===== config.mk =====
export PLATFORM = sky130hd
export DESIGN_NAME = lru_replacement_tracker_top_flat
export DESIGN_NICKNAME = d
export VERILOG_FILES = /design/src/rtl/lrt_pkg.sv /design/src/rtl/lrt_if.sv /design/src/rtl/lrt_ctrl.sv /design/src/rtl/lrt_datapath.sv /design/src/rtl/lru_replacement_tracker_top.sv /design/src/flat_wrapper.sv
export VERILOG_INCLUDE_DIRS = /design/src /design/src/rtl
export SDC_FILE = /design/constraint.sdc
export NUM_CORES = 1
export LEC_CHECK = 0
export ABC_AREA = 1
export BUFFER_PORTS_ARGS = -buffer_cell sky130_fd_sc_hd__buf_2
export CORE_ASPECT_RATIO = 0.8
export CORE_MARGIN = 3
export CORE_UTILIZATION = 60
export DETAILED_ROUTE_END_ITERATION = 6
export PLACE_DENSITY = 0.78
export SKIP_LAST_GASP = 1
export SLEW_MARGIN = 20
export SYNTH_ARGS = -nofsm -noshare
export SYNTH_HDL_FRONTEND = slang
export SYNTH_HIERARCHICAL = 1
export SYNTH_SLANG_ARGS = --single-unit

===== constraint.sdc =====
create_clock -name i_clk -period 4.5 [get_ports i_clk]
set_input_delay 1.125 -clock i_clk [delete_from_list [all_inputs] [get_ports i_clk]]
set_output_delay 1.125 -clock i_clk [all_outputs]
set_load 0.01 [all_outputs]

===== src/rtl/assert_macros.svh =====
// Assertion helpers, clocked on i_clk and quiet during reset.
`ifndef ASSERT_MACROS_SVH
`define ASSERT_MACROS_SVH

// Same-cycle implication.
`define ASSERT_SAME(label, ante, cons, msg) \
    label: assert property (@(posedge i_clk) disable iff (!i_rst_n) \
        (ante) |-> (cons)) else $error(msg);

// Next-cycle implication.
`define ASSERT_NEXT(label, ante, cons, msg) \
    label: assert property (@(posedge i_clk) disable iff (!i_rst_n) \
        (ante) |=> (cons)) else $error(msg);

`endif


===== src/rtl/lrt_pkg.sv =====
package lrt_pkg;

    localparam int MAX_ENTRIES_DEF = 16;
    localparam int KEY_SPACE       = 256;
    localparam int KEY_W           = 8;
    localparam int CAP_W           = 5;
    localparam int FILL_W          = 5;
    localparam logic [CAP_W-1:0] CAP_RESET = 5'd16;

    typedef enum logic [0:0] {
        ST_IDLE,
        ST_UPDATE
    } t_state;

    typedef struct packed {
        logic capture;  // latch key and list compare
        logic update;   // apply the access, load the result register
    } t_cmd;

endpackage


===== src/rtl/lrt_if.sv =====
interface lrt_in_if;
    logic                      valid;
    logic                      ready;
    logic [lrt_pkg::KEY_W-1:0] key;

    modport source (output valid, output key, input ready);
    modport sink   (input valid, input key, output ready);
endinterface

interface lrt_out_if;
    logic                       valid;
    logic                       ready;
    logic                       hit;
    logic                       evicted;
    logic [lrt_pkg::KEY_W-1:0]  evicted_key;
    logic [lrt_pkg::FILL_W-1:0] fill_level;
    logic                       key_error;

    modport source (output valid, output hit, output evicted, output evicted_key,
                    output fill_level, output key_error, input ready);
    modport sink   (input valid, input hit, input evicted, input evicted_key,
                    input fill_level, input key_error, output ready);
endinterface


===== src/rtl/lrt_ctrl.sv =====
module lrt_ctrl (
    input  logic          i_clk,
    input  logic          i_rst_n,
    input  logic          i_in_valid,
    output logic          o_in_ready,
    output logic          o_out_valid,
    input  logic          i_out_ready,
    output lrt_pkg::t_cmd o_cmd
);

    lrt_pkg::t_state r_state, n_state;
    logic            r_out_valid, n_out_valid;

    // next state
    always_comb begin
        n_state = r_state;
        case (r_state)
            lrt_pkg::ST_IDLE: begin
                if (i_in_valid) n_state = lrt_pkg::ST_UPDATE;
            end
            lrt_pkg::ST_UPDATE: begin
                if (!r_out_valid || i_out_ready) n_state = lrt_pkg::ST_IDLE;
            end
            default: n_state = lrt_pkg::ST_IDLE;
        endcase
    end

    // outputs
    always_comb begin
        o_in_ready    = 1'b0;
        o_cmd.capture = 1'b0;
        o_cmd.update  = 1'b0;
        case (r_state)
            lrt_pkg::ST_IDLE: begin
                o_in_ready    = 1'b1;
                o_cmd.capture = i_in_valid;
            end
            lrt_pkg::ST_UPDATE: begin
                // wait for the result register to free up
                o_cmd.update = !r_out_valid || i_out_ready;
            end
            default: begin
                o_in_ready = 1'b0;
            end
        endcase
        if (o_cmd.update) n_out_valid = 1'b1;
        else if (i_out_ready) n_out_valid = 1'b0;
        else n_out_valid = r_out_valid;
    end

    assign o_out_valid = r_out_valid;

    always_ff @(posedge i_clk) begin
        if (!i_rst_n) begin
            r_state     <= lrt_pkg::ST_IDLE;
            r_out_valid <= 1'b0;
        end else begin
            r_state     <= n_state;
            r_out_valid <= n_out_valid;
        end
    end

endmodule


===== src/rtl/lrt_datapath.sv =====
module lrt_datapath #(
    parameter int MAX_ENTRIES = lrt_pkg::MAX_ENTRIES_DEF
) (
    input  logic                        i_clk,
    input  logic                        i_rst_n,
    input  lrt_pkg::t_cmd               i_cmd,
    input  logic [lrt_pkg::KEY_W-1:0]   i_key,
    input  logic                        i_cfg_we,
    input  logic [lrt_pkg::CAP_W-1:0]   i_cfg_wdata,
    output logic                        o_hit,
    output logic                        o_evicted,
    output logic [lrt_pkg::KEY_W-1:0]   o_evicted_key,
    output logic [lrt_pkg::FILL_W-1:0]  o_fill_level,
    output logic                        o_key_error
);

    localparam int CW = $clog2(MAX_ENTRIES + 1);
    localparam logic [MAX_ENTRIES-1:0] ONES = '1;

    // recency list: position 0 least recent, r_count-1 most recent
    logic [lrt_pkg::KEY_W-1:0] r_list [MAX_ENTRIES];
    logic [lrt_pkg::KEY_W-1:0] n_list [MAX_ENTRIES];
    logic [lrt_pkg::KEY_W-1:0] w_up   [MAX_ENTRIES];
    logic [CW-1:0]             r_count, n_count;
    logic [lrt_pkg::CAP_W-1:0] r_cap;

    logic [lrt_pkg::KEY_W-1:0] r_key;
    logic                      r_err;
    logic [MAX_ENTRIES-1:0]    r_match, n_match;

    logic                      r_hit, n_hit;
    logic                      r_evicted, n_evicted;
    logic [lrt_pkg::KEY_W-1:0] r_evkey, n_evkey;
    logic                      r_kerr;

    logic [MAX_ENTRIES-1:0]    w_ge, w_sh;
    logic [7:0]                w_cnt8, w_cap8, w_eff8;
    logic [CW-1:0]             w_wpos;

    // compare the incoming key against every resident entry
    always_comb begin
        for (int i = 0; i < MAX_ENTRIES; i++) begin
            n_match[i] = (r_list[i] == i_key) && (CW'(i) < r_count);
        end
    end

    always_comb begin
        w_cnt8 = 8'(r_count);
        w_cap8 = 8'(r_cap);
        if (w_cap8 == 8'd0) w_eff8 = 8'd1;
        else if (w_cap8 > 8'(MAX_ENTRIES)) w_eff8 = 8'(MAX_ENTRIES);
        else w_eff8 = w_cap8;

        n_hit     = !r_err && (|r_match);
        n_evicted = !r_err && !n_hit && (w_cnt8 >= w_eff8) && (w_cnt8 != 8'd0);
        n_evkey   = n_evicted ? r_list[0] : '0;

        // entries at and above the hit position shift down one place; on an eviction all entries do
        for (int i = 0; i < MAX_ENTRIES; i++) begin
            w_ge[i] = |(r_match & ~(ONES << (i + 1)));
            w_sh[i] = n_hit ? w_ge[i] : n_evicted;
        end
        for (int i = 0; i < MAX_ENTRIES - 1; i++) begin
            w_up[i] = r_list[i + 1];
        end
        w_up[MAX_ENTRIES-1] = r_list[MAX_ENTRIES-1];

        w_wpos = (n_hit || n_evicted) ? r_count - CW'(1) : r_count;

        for (int i = 0; i < MAX_ENTRIES; i++) begin
            n_list[i] = r_list[i];
            if (!r_err) begin
                if (CW'(i) == w_wpos) n_list[i] = r_key;
                else if (w_sh[i]) n_list[i] = w_up[i];
            end
        end

        if (!r_err && !n_hit && !n_evicted) n_count = r_count + CW'(1);
        else n_count = r_count;
    end

    always_ff @(posedge i_clk) begin
        if (!i_rst_n) begin
            r_count <= '0;
            r_cap   <= lrt_pkg::CAP_RESET;
        end else begin
            if (i_cfg_we) r_cap <= i_cfg_wdata;
            if (i_cmd.update) r_count <= n_count;
        end
    end

    always_ff @(posedge i_clk) begin
        if (i_cmd.capture) begin
            r_key   <= i_key;
            r_err   <= int'({24'd0, i_key}) >= lrt_pkg::KEY_SPACE;
            r_match <= n_match;
        end
        if (i_cmd.update) begin
            r_list    <= n_list;
            r_hit     <= n_hit;
            r_evicted <= n_evicted;
            r_evkey   <= n_evkey;
            r_kerr    <= r_err;
        end
    end

    // fill level is the count after the access, truncated to the field width
    logic [lrt_pkg::FILL_W-1:0] r_fill;
    always_ff @(posedge i_clk) begin
        if (i_cmd.update) r_fill <= lrt_pkg::FILL_W'(n_count);
    end

    assign o_hit         = r_hit;
    assign o_evicted     = r_evicted;
    assign o_evicted_key = r_evkey;
    assign o_fill_level  = r_fill;
    assign o_key_error   = r_kerr;

endmodule


===== src/rtl/lru_replacement_tracker_top.sv =====
// LRU replacement tracker.
// i_in_ch carries one key per item; each item yields exactly one result on
// o_out_ch: hit, evicted, evicted_key, fill_level and key_error. Both
// channels use valid/ready; an item moves on an edge with both high.
// i_cfg_we/i_cfg_wdata write the capacity register (reset value 16, zero
// acts as one, values above MAX_ENTRIES act as MAX_ENTRIES); write it only
// while no access is in flight.
// Sequence: an accepted key is captured with its parallel compare against
// the recency list, then ST_UPDATE applies the shift/append update and
// loads the result register once it is free. One item is processed at a
// time: no new key is accepted until that update is done.
// If the receiver stalls, the result holds in the output register; a new
// key is still accepted, and its update waits until the old result leaves.
// Reset (synchronous, active low) empties the list and drops any pending
// result; residency is decided by the compare, so no clearing pass exists.
module lru_replacement_tracker_top #(
    parameter int MAX_ENTRIES = lrt_pkg::MAX_ENTRIES_DEF
) (
    input  logic                      i_clk,
    input  logic                      i_rst_n,
    lrt_in_if.sink                    i_in_ch,
    lrt_out_if.source                 o_out_ch,
    input  logic                      i_cfg_we,
    input  logic [lrt_pkg::CAP_W-1:0] i_cfg_wdata
);

    lrt_pkg::t_cmd w_cmd;

    lrt_ctrl u_ctrl (
        .i_clk       (i_clk),
        .i_rst_n     (i_rst_n),
        .i_in_valid  (i_in_ch.valid),
        .o_in_ready  (i_in_ch.ready),
        .o_out_valid (o_out_ch.valid),
        .i_out_ready (o_out_ch.ready),
        .o_cmd       (w_cmd)
    );

    lrt_datapath #(
        .MAX_ENTRIES (MAX_ENTRIES)
    ) u_datapath (
        .i_clk         (i_clk),
        .i_rst_n       (i_rst_n),
        .i_cmd         (w_cmd),
        .i_key         (i_in_ch.key),
        .i_cfg_we      (i_cfg_we),
        .i_cfg_wdata   (i_cfg_wdata),
        .o_hit         (o_out_ch.hit),
        .o_evicted     (o_out_ch.evicted),
        .o_evicted_key (o_out_ch.evicted_key),
        .o_fill_level  (o_out_ch.fill_level),
        .o_key_error   (o_out_ch.key_error)
    );

`include "assert_macros.svh"

    `ASSERT_SAME(a_hit_no_evict, o_out_ch.valid, !(o_out_ch.hit && o_out_ch.evicted), "hit and evict together")
    `ASSERT_SAME(a_err_quiet, o_out_ch.valid && o_out_ch.key_error, !o_out_ch.hit && !o_out_ch.evicted, "key error with list change")
    `ASSERT_NEXT(a_one_in_flight, i_in_ch.valid && i_in_ch.ready, !i_in_ch.ready, "second item accepted in flight")
    `ASSERT_SAME(a_fill_bound, o_out_ch.valid, {3'b000, o_out_ch.fill_level} <= 8'(MAX_ENTRIES), "fill level above entries")

endmodule


===== src/flat_wrapper.sv =====
// flat-port wrapper written by rule: the top's interface ports become plain ports
module lru_replacement_tracker_top_flat 
#(
    parameter int MAX_ENTRIES = lrt_pkg::MAX_ENTRIES_DEF
)
  (i_clk, i_rst_n, i_cfg_we, i_cfg_wdata, i_in_ch_valid, i_in_ch_key, i_in_ch_ready, o_out_ch_valid, o_out_ch_hit, o_out_ch_evicted, o_out_ch_evicted_key, o_out_ch_fill_level, o_out_ch_key_error, o_out_ch_ready);
  lrt_in_if i_in_ch_i ();
  lrt_out_if o_out_ch_i ();
  input  logic i_clk;
  input  logic i_rst_n;
  input  logic i_cfg_we;
  input  logic [lrt_pkg::CAP_W-1:0] i_cfg_wdata;
  input wire logic [$bits(i_in_ch_i.valid)-1:0] i_in_ch_valid;
  input wire logic [$bits(i_in_ch_i.key)-1:0] i_in_ch_key;
  output wire logic [$bits(i_in_ch_i.ready)-1:0] i_in_ch_ready;
  output wire logic [$bits(o_out_ch_i.valid)-1:0] o_out_ch_valid;
  output wire logic [$bits(o_out_ch_i.hit)-1:0] o_out_ch_hit;
  output wire logic [$bits(o_out_ch_i.evicted)-1:0] o_out_ch_evicted;
  output wire logic [$bits(o_out_ch_i.evicted_key)-1:0] o_out_ch_evicted_key;
  output wire logic [$bits(o_out_ch_i.fill_level)-1:0] o_out_ch_fill_level;
  output wire logic [$bits(o_out_ch_i.key_error)-1:0] o_out_ch_key_error;
  input wire logic [$bits(o_out_ch_i.ready)-1:0] o_out_ch_ready;
  assign i_in_ch_i.valid = i_in_ch_valid;
  assign i_in_ch_i.key = i_in_ch_key;
  assign i_in_ch_ready = i_in_ch_i.ready;
  assign o_out_ch_valid = o_out_ch_i.valid;
  assign o_out_ch_hit = o_out_ch_i.hit;
  assign o_out_ch_evicted = o_out_ch_i.evicted;
  assign o_out_ch_evicted_key = o_out_ch_i.evicted_key;
  assign o_out_ch_fill_level = o_out_ch_i.fill_level;
  assign o_out_ch_key_error = o_out_ch_i.key_error;
  assign o_out_ch_i.ready = o_out_ch_ready;
  lru_replacement_tracker_top #(.MAX_ENTRIES(MAX_ENTRIES)) u_core (.i_clk(i_clk), .i_rst_n(i_rst_n), .i_in_ch(i_in_ch_i), .o_out_ch(o_out_ch_i), .i_cfg_we(i_cfg_we), .i_cfg_wdata(i_cfg_wdata));
endmodule

* Yosys cells after proc, flatten, opt, wreduce, memory -nomap -nowiden
Index checks and enable logic that the tools add are counted.
** Storage, ports and cells
- Flip-flop bits (word level) :: 179
- Input bits :: 18
- Output and inout bits :: 18
- Logic and storage cells :: 209
** Operators by class
- Add/sub/neg operators :: 2
- Magnitude comparators :: 18
- Equality and inequality tests :: 31
- Muxes and demuxes :: 57
- Bitwise logic cells :: 1
- Reduce and logical (&&, ||, !) cells :: 74
** Operators with widths (number)
- $mux W8 :: 31
- $eq A8 B8 Y1 :: 16
- $eq A4 B5 Y1 const A :: 8
- $lt A4 B5 Y1 const A :: 8
- $reduce_and A2 Y1 :: 16
- $reduce_bool A2 Y1 :: 16
- $mux W1 :: 22
- $eq A3 B5 Y1 const A :: 4
- $lt A3 B5 Y1 const A :: 4
- $logic_and A1 B1 Y1 :: 19
- $reduce_or A16 Y1 :: 1
- $mux W5 :: 3
- $reduce_or A15 Y1 :: 1
- $reduce_or A14 Y1 :: 1
- $reduce_or A13 Y1 :: 1
- $reduce_or A12 Y1 :: 1
- $reduce_or A11 Y1 :: 1
- $eq A2 B5 Y1 const A :: 2
- $logic_not A5 Y1 :: 2
- $lt A1 B5 Y1 const A :: 2
- $lt A2 B5 Y1 const A :: 2
- $reduce_or A10 Y1 :: 1
- $reduce_or A9 Y1 :: 1
- $ge A5 B8 Y1 :: 1
- 16 further kinds :: 19

* Depth between registers and ports, before layout
Gate-level depths: netlist of the first run.
- Word-level depth :: 11
- Gate-level depth with buffers :: 22
- Mapped depth without buffers :: 20

* Cells and area by module
Netlist of the first run, hierarchy kept.
** Modules (own cells, without submodules)
- lrt_datapath :: instances 1, cells an instance 1084, area an instance 9989.6 um2, sequential area each 5215.0 um2
- lrt_ctrl :: instances 1, cells an instance 12, area an instance 91.3 um2, sequential area each 40.0 um2

* Worst setup path before layout of the first run
No wires, ideal clock.
- Kind :: reg-to-reg
- From :: register u_core/u_datapath/r_cap[2] (netlist bit)
- To :: register u_core/u_datapath/r_list[104] (netlist bit), enable pin
- Library setup time :: 0.375 ns
- Arrival time :: 3.003 ns
- Data required time :: 4.125 ns
- Setup slack :: 1.121 ns
- Stages on the path, launching flop included :: 21
- Buffers on the path :: 2
- Period minus slack after synthesis :: 3.379 ns
- Cell sequence :: dfxtp_1 > or4_1 > nand2_1 > nand2_1 > ha_1 > nand2_1 > nor2_1 > nor2_1 > nand2_1 > nand2_1 > nand2_2 > nand2_4 > nand2_2 > buf_6 > nand2_1 > nand2_2 > nand2_2 > inv_2 > buf_6 > nand3_4 > a21oi_1
** On the way
- Cells in the longest elaborated chain, start to end :: 11
- Elaborated cells on any way between the ends :: 13
- Classes of those cells :: order compare (2); eq/ne (1); mux (4); reduce/logical (6)
** RTL lines
- start: declaration :: line lrt_datapath.sv:25 : logic [lrt_pkg::CAP_W-1:0] r_cap;
- start signal: assignment :: line lrt_datapath.sv:85 : r_cap <= lrt_pkg::CAP_RESET;
- start signal: assignment :: line lrt_datapath.sv:87 : if (i_cfg_we) r_cap <= i_cfg_wdata;
- $gt A5 B5 Y1 :: line lrt_datapath.sv:51 : else if (w_cap8 > 8'(MAX_ENTRIES)) w_eff8 = 8'(MAX_ENTRIES);
- $mux W5 :: line lrt_datapath.sv:51
- $mux W8 * :: line lrt_datapath.sv:50 : if (w_cap8 == 8'd0) w_eff8 = 8'd1;
- $ge A5 B8 Y1 * :: line lrt_datapath.sv:55 : n_evicted = !r_err && !n_hit && (w_cnt8 >= w_eff8) && (w_cnt8 != 8'd0);
- $logic_and A1 B1 Y1 * (2 in series) :: line lrt_datapath.sv:55
- $logic_or A1 B1 Y1 :: line lrt_datapath.sv:68 : w_wpos = (n_hit || n_evicted) ? r_count - CW'(1) : r_count;
- $mux W5 :: line lrt_datapath.sv:68
- $eq A2 B5 Y1 :: line lrt_datapath.sv:73 : if (CW'(i) == w_wpos) n_list[i] = r_key;
- $reduce_bool A2 Y1 (no line) *
- $reduce_and A2 Y1 (no line) *
- end signal: assignment :: line lrt_datapath.sv:99 : r_list <= n_list;
- end: declaration :: line lrt_datapath.sv:21 : logic [lrt_pkg::KEY_W-1:0] r_list [MAX_ENTRIES];
Every way passes the cells marked *; elsewhere a longest branch is shown, timed or not.
A chain may end at the register's enable or synchronous reset.

* Worst setup path in the final report of the first run
- From :: register u_core/u_datapath/r_cap[2] (netlist bit)
- To :: register u_core/u_datapath/r_list[118] (netlist bit), enable pin
** On the way
- Cells in the longest elaborated chain, start to end :: 11
- Elaborated cells on any way between the ends :: 13
- Classes of those cells :: order compare (2); eq/ne (1); mux (4); reduce/logical (6)
** RTL lines (line)
- $gt A5 B5 Y1 :: lrt_datapath.sv:51
- $mux W5 :: lrt_datapath.sv:51
- $mux W8 * :: lrt_datapath.sv:50
- $ge A5 B8 Y1 * :: lrt_datapath.sv:55
- $logic_and A1 B1 Y1 * (2 in series) :: lrt_datapath.sv:55
- $logic_or A1 B1 Y1 :: lrt_datapath.sv:68
- $mux W5 :: lrt_datapath.sv:68
- $eq A1 B5 Y1 :: lrt_datapath.sv:73
- $reduce_bool A2 Y1 (no line) *
- $reduce_and A2 Y1 (no line) *
Marks and branches as above.

==> impl_metrics.yaml, run 1 <==
run_status:
  outcome: "complete, but fails checks"
  violations: "DRC"
power_and_ir_drop:
  ir_drop_uv: 305.2
  swShare: 0.3136
  finalPower_mw: 4.396
  powerDensity_mw_per_mm2: 400.7
  total_leakage_power_nw: 4.552
  p_seq_frac: 0.473
  p_int_mw: 3.018
  switching_power_mw: 1.379
  clockPowerShare: 0.347
  combPwrFrac: 0.180
clock_tree:
  h-tree-depth: 4
  path_clk_slew_ns: 0.07
  cts_sinks: 179
  clock_path_buffers: 2
  postCtsSetupBuffers: 0
  numCtsBuffers: 17
  ctsHoldBuffers: 0
  post_cts_resized: 0
  cts_tree: "built"
  root_buffer: "clkbuf_16"
  worstSkewPairLatency_ns: 0.44
layout:
  seqCellArea_mm2: 0.005255
  fill_cells: 1264
  layout_commonest_cell: "nand2_1"
  multi_input_area_mm2: 0.004270
  mostFrequentLayoutCells: "312 x nand2_1, 167 x edfxtp_1, 143 x nand3_1"
  drive_above_1_share: 0.1429
  insertedDiodeCount: 0
  final_net_count: 1140
  area_growth_pct: 8.837
die:
  io_pins: 36
  core_area_mm2: 0.01611
  die_w_um: 150.9
  start_util: 0.6258
  fp.dieH_um: 121.9
  num_rows: 41
  die-area_mm2: 0.01840
worst_setup_path:
  crit_top_cell: "nand2_1"
  slowest_stage: "a21oi_1"
  r2r_setup_slack_ns: 0.34
  path_buf_inv: 2
  worst-setup-path-type: "flop to flop"
  r2r-end: "u_core/u_datapath/r_list[118]$_DFFE_PP_"
  critPathLaunchType: "flop"
  cp-end-kind: "flop"
  ff2ff_path_depth: 18
  critPathTopFamily: "simple AND/OR/NAND/NOR gates"
  crit_required_ns: 4.57
  critPathMaxStageDelay_ns: 0.64
  arrival_ns: 4.23
  crit_chain: "or4_1, nand2_1, nand2_1, ha_1, nand2_1, nor2_1, nor2_1, nand2_1, nand2_1, nand2_2, nand2_4, nand2_2, nand2_1, o21ai_2, clkinv_2, buf_4, nand3_2, a21oi_1"
  crit_fanout: 22
  rr_startpoint: "u_core/u_datapath/r_cap[2]$_SDFFE_PN0P_"
grt:
  grt_max_degree: 26
  antenna_found_initial: 0
  grt_pass1_vias: 7674
  grtUsageTotal: 0.3310
  grt_overflow_total: 0
  grt_pass1_wl_um: 44510
routing:
  num_vias: 8371
  met1Wirelength_um: 11210
  drt_pass1_iterations: 7
  drt_iter0_drc: 1647
  finalWirelength_um: 29760
  drcViolationCount: 26
  highest_layer: "met4"
  wire_per_inst_um: 22.18
  wl_met3_um: 4948
  ant_nets: 0
  vias_per_cell: 6.238
  wl_met2_um: 12520
timing:
  fin_crit_sh: 0.9248
  holdWs_ns: 0.4909
  period_needed_ns: 4.162
  worstMarginPinSlew_ns: 1.125
  max_freq_ghz: 0.2403
  rsz0062_at_grt: "no"
  skew_ns: 0.007433
  setup-violations-final: 0
  final.setup.tns_ns: 0
  maxSlewViolCount: 0
  hold_violations: 0
  relSlewSlack: 0.2453
  setup_slack_ns: 0.3384
logic_synthesis:
  ys_types: 47
  synth_warnings: 6
  synth_area_per_cell_um2: 9.198
  synth_seq_cells: 179
  synthesis.nets: 1122
  syn-instance-count: 1096
  yosysSeqAreaShare: 0.5213
  syn-cell-area_mm2: 0.01008
flow_run:
  drv_cap: 0
placement:
  gp_congestion: 1.001
  dp.final_hpwl_um: 19460
  port_buffers: 34
  dpl_worst_slack_ns: 0.4760
worst_hold_path:
  hold_end: "u_core/u_ctrl/o_out_valid$_SDFFE_PN0P_"
  hp-class: "flop to flop"
  min_from: "u_core/u_ctrl/o_out_valid$_SDFFE_PN0P_"
  hold_depth: 2
-- routing by layer --
metal  track usage  up-vias
met4        0.1144        0
met3        0.1264      104
met1        0.4606     3840
li1              -     3759
met5             0        -
met2        0.4784      668
-- metrics by stage --
stage,util,cell area (um^2),instances
5_1_grt,0.6811,10970,1342
3_3_place_gp,0.6439,10370,1310
2_1_floorplan,-,10080,1096
4_1_cts,0.6811,10970,1342
3_5_place_dp,0.6439,10370,1310
6_report,0.6811,10970,1342
-- worst register-to-register path, delay by kind of cell, from the launching register on --
kind | cells | cell delay [ns]
AOI/OAI and AO/OA | 2 | 0.75
and+or+nand+nor | 13 | 1.82
adders and majority gates | 1 | 0.28
DFF | 1 | 0.33
buffers and inverters | 2 | 0.60
-- worst max-delay path by stage --
| stage | from | endpoint | slack (ns) | cells after the start |
|---|---|---|---|---|
| final | u_core/u_datapath/r_cap[2]$_SDFFE_PN0P_ | u_core/u_datapath/r_list[118]$_DFFE_PP_ | 0.34 | 18 |
| after global routing | u_core/u_datapath/r_cap[2]$_SDFFE_PN0P_ | u_core/u_datapath/r_list[118]$_DFFE_PP_ | 0.11 | 18 |
| after CTS | u_core/u_datapath/r_cap[2]$_SDFFE_PN0P_ | u_core/u_datapath/r_list[119]$_DFFE_PP_ | 0.43 | 18 |
| after detailed placement | u_core/u_datapath/r_cap[2]$_SDFFE_PN0P_ | u_core/u_datapath/r_list[119]$_DFFE_PP_ | 0.48 | 18 |
| after global placement | u_core/u_datapath/r_cap[2]$_SDFFE_PN0P_ | u_core/u_datapath/r_list[95]$_DFFE_PP_ | 0.61 | 18 |
| after floorplan | u_core/u_datapath/r_cap[2]$_SDFFE_PN0P_ | u_core/u_datapath/r_list[104]$_DFFE_PP_ | 1.12 | 20 |
-- sequential cells by signal (all words and copies together) (netlist names) --
signal,cells
u_core/u_datapath/r_key,8
u_core/u_datapath/r_cap,5
u_core/u_ctrl/r_state,1
u_core/u_datapath/r_match,16
u_core/u_datapath/o_evicted_key,8
u_core/u_datapath/o_fill_level,5
u_core/u_datapath/o_evicted,1
u_core/u_datapath/r_count,5
u_core/u_ctrl/o_out_valid,1
u_core/u_datapath/o_hit,1
u_core/u_datapath/r_list,128
-- area by class of cell --
type	instances	area share
multi-input cells	789	0.3892
clock inverters	15	0.01597
repair buffers	49	0.02577
well taps	215	0.02452
clock buffers	17	0.03877
flip-flops and latches	179	0.4790
inverters	78	0.02680
-- power groups by stage --
| stage | Combinational (mW) | Sequential (mW) | Clock [mW] |
|---|---|---|---|
| 3_3_place_gp | 0.743 | 2.10 | 0 |
| 4_1_cts | 0.767 | 2.07 | 1.54 |
| 5_1_grt | 0.862 | 2.08 | 1.60 |
| 6_report | 0.793 | 2.08 | 1.52 |
| 3_5_place_dp | 0.757 | 2.10 | 0 |
| 2_1_floorplan | 0.594 | 2.05 | 0 |
-- logic make-up after synthesis --
group	synth area share
AOI/OAI and AO/OA	0.05151
xor gates and xnor gates	0.07472
adders and majority gates	0.009930
buffers and inverters	0.05535
DFF	0.5213
other	0.0003720
and+or+nand+nor	0.2868
-- synthesized netlist by cell type (all sizes together) --
cell / n / area, um^2
nand2: 330 / 1309
edfxtp: 167 / 5015
nand3: 157 / 870.8
inv: 77 / 289.0
nor2: 70 / 376.6
xnor2: 53 / 464.2
xor2: 33 / 289.0
clkbuf: 28 / 105.1
o21ai: 28 / 143.9
a21oi: 26 / 145.1
buf: 22 / 160.2
nand4: 15 / 100.1
nor4: 14 / 87.58
or2: 13 / 81.33
dfxtp: 12 / 240.2
ha: 8 / 100.1
o22ai: 8 / 50.05
a221oi: 6 / 52.55
nor3: 6 / 30.03
a211oi: 5 / 37.54
o2111ai: 4 / 35.03
nand3b: 2 / 15.01
or4: 2 / 15.01
a2111oi: 1 / 8.760
a211o: 1 / 8.760
a21boi: 1 / 7.510
a31oi: 1 / 6.260
and3: 1 / 6.260
clkinv: 1 / 3.750
conb: 1 / 3.750
o211ai: 1 / 7.510
o221ai: 1 / 8.760
o31ai: 1 / 7.510
No activity file was read; power rests on OpenSTA's default activity.
==> inputs of run 2 (changes only) <==
CORE_MARGIN = 2   (was 3)
==> run 2 against run 1 <==
Against the previous run:
- the run still ends with DRC left
- clock-buffer cell count is 1 higher
- critical path depth is 1 lower
- register-to-register slack better by 0.03 ns
- design area shrank 0.33%
- die area fell by 2.9%
- worst setup slack better by 0.032 ns
- combinational power about the same
==> impl_metrics.yaml, run 2 (synthesis gave the netlist of run 1 again) <==
power_and_ir_drop:
  total_leakage_power_nw: 4.541
  clockPowerShare: 0.335
  swShare: 0.3063
  p_seq_frac: 0.481
  p_int_mw: 2.996
  switching_power_mw: 1.323
  powerDensity_mw_per_mm2: 394.9
  combPwrFrac: 0.184
  ir_drop_uv: 305.0
worst_setup_path:
  slowest_stage: "a21oi_1"
  arrival_ns: 4.20
  crit_chain: "or4_1, nand2_1, nand2_1, ha_1, nand2_1, nor2_1, nor2_1, nand2_1, nand2_1, nand2_2, nand2_4, nand2_2, nand2_1, o21ai_2, clkinv_2, nand3_2, a21oi_1"
  crit_top_cell: "nand2_1"
  critPathLaunchType: "flop"
  ff2ff_path_depth: 17
  r2r-end: "u_core/u_datapath/r_list[121]$_DFFE_PP_"
  crit_fanout: 31
  crit_cells: 17
  critPathTopFamily: "simple AND/OR/NAND/NOR gates"
  rr_startpoint: "u_core/u_datapath/r_cap[2]$_SDFFE_PN0P_"
  cp-end-kind: "flop"
  critPathMaxStageDelay_ns: 0.67
  worst-setup-path-type: "flop to flop"
  crit_required_ns: 4.57
  r2r_setup_slack_ns: 0.37
  path_buf_inv: 1
worst_hold_path:
  min_from: "u_core/u_ctrl/o_out_valid$_SDFFE_PN0P_"
  hp-class: "flop to flop"
  hold_depth: 2
  hold_end: "u_core/u_ctrl/o_out_valid$_SDFFE_PN0P_"
routing:
  drt_pass1_iterations: 7
  num_vias: 8300
  drt_iter0_drc: 1332
  finalWirelength_um: 28990
  drcViolationCount: 12
  wire_per_inst_um: 21.54
  ant_nets: 0
  vias_per_cell: 6.166
layout:
  reg_top3: "u_core/u_datapath/r_list (128), u_core/u_datapath/r_match (16)"
  fill_cells: 1295
  layout_commonest_cell: "nand2_1"
  largest_reg_flops: 128
  mostFrequentLayoutCells: "312 x nand2_1, 167 x edfxtp_1, 143 x nand3_1"
  regMostFlops: "u_core/u_datapath/r_list"
  seqCellArea_mm2: 0.005255
  multi_input_area_mm2: 0.004270
  final_net_count: 1139
  area_growth_pct: 8.477
  drive_above_1_share: 0.1394
  insertedDiodeCount: 0
grt:
  antenna_found_initial: 0
  grt_pass1_vias: 7913
  grt_max_degree: 32
  grtUsageTotal: 0.3394
  grt_overflow_total: 0
  grt_pass1_wl_um: 44380
timing:
  skew_ns: 0.005869
  hold_violations: 0
  setup-violations-final: 0
  max_freq_ghz: 0.2422
  setup_slack_ns: 0.3707
  final.setup.tns_ns: 0
  rsz0062_at_grt: "no"
  fin_crit_sh: 0.9176
  worstMarginPinSlew_ns: 1.021
  period_needed_ns: 4.129
  relSlewSlack: 0.3191
  maxSlewViolCount: 0
clock_tree:
  h-tree-depth: 4
  cts_sinks: 179
  worstSkewPairLatency_ns: 0.44
  post_cts_resized: 0
  root_buffer: "clkbuf_16"
  path_clk_slew_ns: 0.06
  ctsHoldBuffers: 0
  clock_path_buffers: 2
  postCtsSetupBuffers: 0
  cts_tree: "built"
  numCtsBuffers: 17
die:
  die-area_mm2: 0.01786
  io_pins: 36
  start_util: 0.6109
  die_w_um: 148.9
  fp.dieH_um: 119.9
  num_rows: 42
  core_area_mm2: 0.01650
run_status:
  violations: "DRC"
  outcome: "complete, but fails checks"
placement:
  dp.final_hpwl_um: 19250
  port_buffers: 34
  gp_congestion: 0.9761
  dpl_worst_slack_ns: 0.4505
flow_run:
  drv_cap: 0
## run 2: cell count changes in the layout (fill, tap and decap cells not counted), moves of 2 or more
cell | previous run | this run
clkinvlp_4 | 5 | 3
clkinv_2 | 1 | 5
clkinv_4 | 2 | 0
inv_8 | 3 | 0
## run 2: tightest hold or removal path, stage by stage (launching register included)
cell	delay, ns
dfxtp_1	0.33
nand2_1	0.07
a21boi_1	0.05
## run 2: how the worst max path moves through the flow
stage / startpoint / to / slack, ns
2_1_floorplan: u_core/u_datapath/r_cap[2]$_SDFFE_PN0P_ / u_core/u_datapath/r_list[104]$_DFFE_PP_ / 1.12
3_3_place_gp: u_core/u_datapath/r_cap[2]$_SDFFE_PN0P_ / u_core/u_datapath/r_list[23]$_DFFE_PP_ / 0.67
3_5_place_dp: u_core/u_datapath/r_cap[2]$_SDFFE_PN0P_ / u_core/u_datapath/r_list[23]$_DFFE_PP_ / 0.45
4_1_cts: u_core/u_datapath/r_cap[2]$_SDFFE_PN0P_ / u_core/u_datapath/r_list[23]$_DFFE_PP_ / 0.44
5_1_grt: u_core/u_datapath/r_cap[2]$_SDFFE_PN0P_ / u_core/u_datapath/r_list[8]$_DFFE_PP_ / 0.04
6_report: u_core/u_datapath/r_cap[2]$_SDFFE_PN0P_ / u_core/u_datapath/r_list[121]$_DFFE_PP_ / 0.37
## run 2: metrics by stage
stage / instance area, um^2 / utilization / instances / hold slack (ns) / power (mW)
2_1_floorplan: 10080 / - / 1096 / 0.4766 / 2.647
3_3_place_gp: 10370 / 0.6285 / 1314 / 0.4716 / 2.843
5_1_grt: 10940 / 0.6627 / 1346 / 0.5256 / 4.467
4_1_cts: 10940 / 0.6627 / 1346 / 0.4940 / 4.287
6_report: 10940 / 0.6627 / 1346 / 0.4899 / 4.318
3_5_place_dp: 10370 / 0.6285 / 1314 / 0.4852 / 2.863
## run 2: power groups by stage
stage          clock network, mW  logic [mW]  registers, mW
2_1_floorplan                  0       0.594           2.05
3_3_place_gp                   0       0.743           2.10
3_5_place_dp                   0       0.762           2.10
4_1_cts                     1.45       0.768           2.07
5_1_grt                     1.53       0.858           2.08
6_report                    1.45       0.793           2.08
## run 2: final cells by class
class	instances	area share
flip-flops and latches	179	0.4805
multi-input cells	789	0.3905
clock buffers	18	0.03924
inverters	78	0.02689
repair buffers	48	0.02517
well taps	220	0.02517
clock inverters	14	0.01247
## run 2: metal layers
metal | GRT usage | up-vias | share of wire
met4 | 0.1369 | 0 | 0.034
met1 | 0.4680 | 3795 | 0.38
met2 | 0.5098 | 659 | 0.44
li1 | - | 3753 | -
met3 | 0.09506 | 93 | 0.15
met5 | 0 | - | 0
